===== src/rtl/core/tts_pkg.sv =====
// shared types and constants for the timed trigger scheduler
// no dependencies; imported by the controller, the datapath and the top level
`default_nettype none

package tts_pkg;

	// default number of pending trigger slots
	localparam int CAPACITY_DEF = 64;

	// field widths
	localparam int TS_W    = 64;
	localparam int LEN_W   = 14;
	localparam int TRACK_W = 8;
	localparam int CHOP_W  = 8;
	localparam int VEL_W   = 7;

	// input beat kinds
	localparam logic KIND_SCHEDULE = 1'b0;
	localparam logic KIND_ADVANCE  = 1'b1;

	// one stored trigger
	typedef struct packed {
		logic [TS_W-1:0]           ts;
		logic [TRACK_W-1:0]        track;
		logic signed [CHOP_W-1:0]  chop;
		logic                      on_flag;
		logic [VEL_W-1:0]          vel;
	} entry_t;

	// controller states
	typedef enum logic [1:0] {
		ST_IDLE,
		ST_SCAN,
		ST_EMIT
	} state_t;

	// controller to datapath
	typedef struct packed {
		logic sched_write;  // append the input trigger
		logic scan_start;   // latch block bounds, clear scan counters
		logic scan_read;    // read the next pending slot
		logic finish;       // commit kept count and move the clock
		logic emit;         // pop the earliest due trigger into the output register
	} cmd_t;

	// datapath to controller
	typedef struct packed {
		logic full;         // store holds CAPACITY triggers
		logic rd_done;      // every pending slot has been read
		logic eval_busy;    // a read is still in flight
		logic due_empty;    // sorted due row is empty
		logic out_free;     // output register can take a beat
	} status_t;

endpackage

`default_nettype wire


===== src/rtl/core/tts_ctrl.sv =====
// controller state machine: sequences schedule, scan and emit phases
// depends on tts_pkg
`default_nettype none

module tts_ctrl (
	input  wire logic              clk,
	input  wire logic              arst_n,
	input  wire logic              in_valid,
	input  wire logic              kind,
	output logic                   in_stall,
	output tts_pkg::cmd_t          cmd,
	input  wire tts_pkg::status_t  st
);

	import tts_pkg::*;

	state_t state_q;
	state_t state_d;

	// state register
	always_ff @(posedge clk or negedge arst_n) begin
		if (!arst_n) begin
			state_q <= ST_IDLE;
		end else begin
			state_q <= state_d;
		end
	end

	// next state and commands
	always_comb begin
		state_d  = state_q;
		cmd      = '0;
		in_stall = 1'b1;
		case (state_q)
			ST_IDLE: begin
				in_stall = 1'b0;
				if (in_valid) begin
					if (kind == KIND_SCHEDULE) begin
						cmd.sched_write = !st.full;
					end else begin
						cmd.scan_start = 1'b1;
						state_d        = ST_SCAN;
					end
				end
			end
			ST_SCAN: begin
				cmd.scan_read = !st.rd_done;
				if (st.rd_done && !st.eval_busy) begin
					cmd.finish = 1'b1;
					state_d    = ST_EMIT;
				end
			end
			ST_EMIT: begin
				cmd.emit = !st.due_empty && st.out_free;
				if (st.due_empty) begin
					state_d = ST_IDLE;
				end
			end
			default: begin
				state_d = ST_IDLE;
			end
		endcase
	end

	// emit phase ends once the due row is drained
	a_emit_ends: assert property (@(posedge clk) disable iff (!arst_n)
		(state_q == ST_EMIT && st.due_empty) |=> (state_q == ST_IDLE))
		else $error("emit phase did not end on empty due row");

	// no scan commands outside the scan phase
	a_scan_only: assert property (@(posedge clk) disable iff (!arst_n)
		(cmd.scan_read || cmd.finish) |-> (state_q == ST_SCAN))
		else $error("scan command outside scan phase");

	// input beats are taken only in idle
	a_stall_busy: assert property (@(posedge clk) disable iff (!arst_n)
		(state_q != ST_IDLE) |-> in_stall)
		else $error("input open outside idle");

endmodule

`default_nettype wire


===== config.mk =====
export PLATFORM = sky130hd
export DESIGN_NAME = tts_ctrl
export DESIGN_NICKNAME = d
export VERILOG_FILES = /design/src/rtl/core/tts_pkg.sv /design/src/rtl/core/tts_ctrl.sv
export SDC_FILE = /design/constraint.sdc
export NUM_CORES = 1
export LEC_CHECK = 0
export BUFFER_PORTS_ARGS = -buffer_cell sky130_fd_sc_hd__buf_2
export CAP_MARGIN = 10
export CELL_PAD_IN_SITES_DETAIL_PLACEMENT = 1
export CELL_PAD_IN_SITES_GLOBAL_PLACEMENT = 1
export CORE_AREA = 2 2 39 41
export DETAILED_ROUTE_END_ITERATION = 10
export DIE_AREA = 0 0 41 43
export PLACE_DENSITY_LB_ADDON = 0.2
export SLEW_MARGIN = 25
export SYNTH_ARGS = -nofsm -noshare
export SYNTH_HDL_FRONTEND = slang
export SYNTH_SLANG_ARGS = --single-unit

===== constraint.sdc =====
create_clock -name clk -period 1 [get_ports clk]
set_clock_uncertainty 0.15 [all_clocks]
set_input_delay 0.1 -clock clk [delete_from_list [all_inputs] [get_ports clk]]
set_output_delay 0.1 -clock clk [all_outputs]
set_load 0.02 [all_outputs]

==> flow_summary.yaml, run 1 <==
run_status:
  status: "finished with violations"
  violations: "negative hold slack, negative setup slack"
global_routing:
  grt_max_degree: 7
  grt_usage: 0.0782
  grt_first_pass_wirelength_microns: 883
  grt-ovfl-total: 0
  antenna_found_initial: 0
  grt_pass1_vias: 205
setup_path:
  path_cells: "or3b_4 -> nor3_4 -> buf_6"
  end_kind: "output pin"
  r2r-end: "state_q[1]"
  crit_path_top_delay_cell: "or3b_4"
  critical_path_class: "flop to output pin"
  crit_path_end: "cmd[4]"
  reg2reg_depth: 3
  start_kind: "flop"
  r2r_start: "state_q[0]"
  cp.required_ns: 0.75
  cp-startpoint: "state_q[0]"
  crit_fanout: 2
  reg2reg_slack_ns: -0.20
  critical_path_arrival_ns: 1.29
  slowest_delay_ns: 0.43
clock_tree:
  cts_hold_buf: 1
  cts_made_buffers: 3
  numClockSinks: 2
  clkTransAtPathRegs_ns: 0.03
  clock_path_buffers: 2
  clk_latency_ns: 0.22
  clock-root-buffer: "clkbuf_4"
  htreeDepth: 1
  cts_tree: "yes"
cells_and_area:
  top_regs: "state_q (2)"
  num_antenna_cells: 0
  fill_cells: 165
  drive_above_1_share: 0.838
  nets: 48
  finalInstanceArea_sq_um: 367
  multi_input_area_sq_um: 119
  regArea_sq_um: 50.0
  final_util: 0.265
  largest_reg_flops: 2
  area_delta_synth_final_pct: 162
  top_register: "state_q"
yosys:
  ys_types: 12
  synth_seq_area_share: 0.357
  yosys.area.top_type: "dfrtp_1"
  netlist_top_cells_count: "2 x dfrtp_1, 2 x inv_1, 2 x nor2_1"
  synth_ff_type: "dfrtp_1"
  synthCells: 15
  ys_top_cells_by_area: "dfrtp_1 36%, and4bb_1 8.9%, or3b_4 8.0%"
  synth_seq_cells: 2
  synth_edf_count: 0
  synth_warnings: 0
  synthArstFlopShare: 1.00
  syn_nets: 24
  avgSynthCellArea_sq_um: 9.34
  syn_area_sq_um: 140
  yosys.area.top_type_share: 0.357
power_and_ir_drop:
  powerDensity_nw_per_um2: 2260
  p_leak_nw: 0.186
  ir_drop_v: 0.000915
route:
  wl_microns: 555
  drt_iter0_drc: 1
  ant_nets: 0
  avgViaCountPerCell: 3.75
  drt-wirelength-per-cell_microns: 10.5
  drc_errors: 0
  dr_total_vias: 199
  first_pass_iters: 2
sta:
  max_slew.worst_pin.slew_ns: 0.235
  max_slew_margin: 0.844
  setup_tns_ns: -2.86
  fin_crit_sh: 1.54
  fmax_ghz: 0.651
  layout_min_cycle_time_ns: 1.54
  setup_violations: 8
  hold_viol: 1
  fin_hold_ws_ns: -0.00424
  setup_slack_ns: -0.535
  drv_slew: 0
  rsz0062_at_grt: "true"
placed_design:
  hpwl_microns: 399
  gp_congestion: 0.660
  io_buffers: 14
  place_area_sq_um: 263
job:
  maxCapViolCount: 0
hold_path:
  min_path_type: "input pin to flop"
floorplan:
  io_pins: 15
  core-area_sq_um: 1380
  dieArea_sq_um: 1760
  die_w_microns: 41
  start_util: 0.101
  die_h_microns: 43
  rows: 14
## area by class of cell
class,count,area share
clock buffer,3,0.0614
inverter,2,0.0205
timing repair buffer,19,0.403
multi-input combinational,11,0.324
sequential,2,0.137
tap,16,0.0546
## logic make-up after synthesis
| group | synth area share |
|---|---|
| AOI/OAI and AO/OA | 0.152 |
| buffers and inverters | 0.0536 |
| DFF | 0.357 |
| and+or+nand+nor | 0.438 |
## report_power, final
group | internal (mW) | total [mW] | switching (mW)
sequential | 0.112 | 0.133 | 0.0206
clock | 0.132 | 0.176 | 0.0439
combinational | 0.278 | 0.520 | 0.241
total | 0.523 | 0.829 | 0.306
## critical path, delay by kind of cell (launching register included)
family	cells	cell delay [ns]
simple gates	2	0.56
flops	1	0.37
buf+inv	1	0.13
## per-layer routing
metal  global-route usage  vias to the layer above  share of wire
met5                    0                        -              0
met4               0.0600                        0              0
met3               0.0366                        0          0.090
met2                0.113                        9           0.56
met1               0.0833                       91           0.35
li1                     -                       99              -
## cell usage in the layout (no fill, tap or decap)
cell type | Yosys | layout
nor2_2 | 0 | 1
a311oi_2 | 0 | 1
and4bb_2 | 0 | 1
buf_6 | 0 | 6
clkbuf_4 | 0 | 3
nor3b_2 | 0 | 1
dlygate4sd3_1 | 0 | 1
dfrtp_1 | 2 | 2
or2_2 | 1 | 1
inv_1 | 2 | 2
nor3_4 | 0 | 1
buf_4 | 0 | 4
a21oi_2 | 0 | 1
buf_2 | 0 | 8
and3_4 | 0 | 1
nor2_4 | 0 | 1
a21o_1 | 1 | 1
or3b_4 | 1 | 1
## per-stage QoR
step	power, mW	hold slack, ns	setup WS (ns)	std cells
finish	0.829	-0.00424	-0.535	53
global route	0.886	-0.0180	-0.573	53
CTS	0.830	-0.0141	-0.538	53
detailed placement	0.502	-0.263	-0.316	48
global placement	0.500	-0.265	-0.315	48
floorplan	0.340	-0.346	-0.289	15
## what timing repair did
action / 4_1_cts / 5_1_grt
buffers inserted: 1 / 0
gates cloned: 0 / 0
endpoints found under the hold margin: 3 / 1
resized for setup: 16 / 2
pin swaps: 4 / 1
setup endpoints to repair: 8 / 8
## worst min-delay path by stage
stage               startpoint          to  slack [ns]  depth (start not counted)
finish                   st[3]  state_q[0]      -0.004                          2
detailed placement      arst_n  state_q[0]       -0.26                          1
floorplan               arst_n  state_q[0]       -0.35                          0
global placement        arst_n  state_q[1]       -0.27                          1
CTS                      st[3]  state_q[0]       -0.01                          2
global route             st[3]  state_q[0]       -0.02                          2
No activity file was read; power rests on OpenSTA's default activity.
==> run 2, diff against run 1 <==
BUFFER_PORTS_ARGS = default   (was -buffer_cell sky130_fd_sc_hd__buf_2)
DONT_BUFFER_PORTS = 1   (was default)
==> flow_summary.yaml, run 2 (same netlist as run 1, synthesis figures left out) <==
setup_path:
  crit_path_top_delay_cell: "or3b_4"
  reg2reg_depth: 4
  crit_fanout: 2
  start_kind: "flop"
  crit_buf_inv: 0
  critical_path_class: "flop to output pin"
  critPathTopFamily: "simple AND/OR/NAND/NOR gates"
  critical_path_arrival_ns: 1.24
  r2r-end: "state_q[1]"
  path_cells: "or3b_4 -> nor3_4"
  reg2reg_slack_ns: -0.29
  cp.required_ns: 0.75
  r2r_start: "state_q[1]"
  end_kind: "output pin"
  slowest_delay_ns: 0.42
sta:
  setup_slack_ns: -0.492
  hold_viol: 0
  layout_min_cycle_time_ns: 1.49
  max_slew.worst_pin.slew_ns: 0.261
  drv_slew: 0
  setup_tns_ns: -2.93
  setup_violations: 8
  fmax_ghz: 0.670
  max_slew_margin: 0.826
  rsz0062_at_grt: "true"
  fin_crit_sh: 1.49
global_routing:
  grt_pass1_vias: 185
  grt_usage: 0.0653
  antenna_found_initial: 0
  grt-ovfl-total: 0
  grt_max_degree: 7
  grt_first_pass_wirelength_microns: 731
clock_tree:
  clock_path_buffers: 2
  clk_latency_ns: 0.22
  cts_tree: "yes"
  numClockSinks: 2
  cts_made_buffers: 3
  clock-root-buffer: "clkbuf_4"
  clkTransAtPathRegs_ns: 0.03
  htreeDepth: 1
power_and_ir_drop:
  power.total_mw: 0.790
  powerDensity_nw_per_um2: 2380
  p_leak_nw: 0.152
  ir_drop_v: 0.000404
route:
  first_pass_iters: 1
  drt_iter0_drc: 0
  drt-wirelength-per-cell_microns: 10.8
  dr_total_vias: 175
  wl_microns: 495
  drc_errors: 0
  avgViaCountPerCell: 3.80
  ant_nets: 0
run_status:
  violations: "negative setup slack"
  status: "finished with violations"
cells_and_area:
  drive_above_1_share: 0.633
  area_delta_synth_final_pct: 137
  largest_reg_flops: 2
  multi_input_area_sq_um: 121
  fill_cells: 161
  regArea_sq_um: 50.0
  top_regs: "state_q (2)"
  top_register: "state_q"
  num_antenna_cells: 0
  nets: 41
  final_util: 0.240
  mostFrequentLayoutCells: "5 x dlygate4sd3_1, 5 x buf_4, 3 x clkbuf_4"
floorplan:
  die_h_microns: 43
  dieArea_sq_um: 1760
  start_util: 0.101
  io_pins: 15
  rows: 14
  core-area_sq_um: 1380
  die_w_microns: 41
placed_design:
  gp_congestion: 0.604
  dp_slack_ns: -0.265
  hpwl_microns: 370
  io_buffers: 0
hold_path:
  hold_start: "in_valid"
  hold_path_depth: 2
  min_path_type: "input pin to flop"
  hold_end: "state_q[0]"
job:
  maxCapViolCount: 0
==> run 2: changes by cell type in the layout (fill, tap and decap cells not counted), sizes merged <==
cell,before,now
buf,18,7
dlygate4sd3,1,5
==> run 2: worst reg2reg max path: stages (launching register included) <==
cell	delay (ns)
dfrtp_1	0.37
buf_4	0.14
buf_6	0.12
and4bb_4	0.35
a21o_1	0.10
==> run 2: area by class of cell <==
class	count	share of cell area
clock buffers	3	0.0679
well taps	16	0.0604
inverters	2	0.0226
multi-input cells	11	0.366
flip-flops and latches	2	0.151
repair buffers	12	0.332
==> run 2: metal layers <==
layer | up-vias | track usage | wire (microns)
li1 | 86 | - | -
met1 | 80 | 0.0581 | 153
met2 | 9 | 0.0906 | 262
met3 | 0 | 0.0628 | 79
met4 | 0 | 0.0400 | 0
met5 | - | 0 | 0
==> run 2: repair_timing <==
action,CTS,global route
hold buffers,5,0
buffers inserted,1,4
pin swaps,4,3
hold endpoints to repair,4,0
resized for setup,9,1
endpoints found under the setup margin,8,8
cloned,0,0
==> run 2: worst max-delay path by stage <==
| stage | slack (ns) | from | to | cells past startpoint |
|---|---|---|---|---|
| after global routing | -0.55 | state_q[1] | cmd[4] | 2 |
| after global placement | -0.25 | state_q[1] | cmd[4] | 2 |
| final | -0.49 | state_q[1] | cmd[4] | 2 |
| after detailed placement | -0.27 | state_q[1] | cmd[4] | 2 |
| after floorplan | -0.29 | state_q[1] | cmd[4] | 2 |
| after CTS | -0.51 | state_q[1] | cmd[4] | 2 |
==> run 2: through the flow <==
stage / hold WS (ns) / instance area (sq um) / instances
floorplan: -0.346 / 150 / 15
global route: 0.00408 / 332 / 46
finish: 0.00349 / 332 / 46
detailed placement: -0.345 / 193 / 34
CTS: -0.0550 / 309 / 43
global placement: -0.345 / 193 / 34
==> run 2: report_power, final <==
| part | switching [mW] | internal (mW) | total [mW] |
|---|---|---|---|
| Combinational | 0.220 | 0.265 | 0.485 |
| Clock | 0.0398 | 0.132 | 0.172 |
| Sequential | 0.0209 | 0.112 | 0.133 |
| Total | 0.281 | 0.509 | 0.790 |
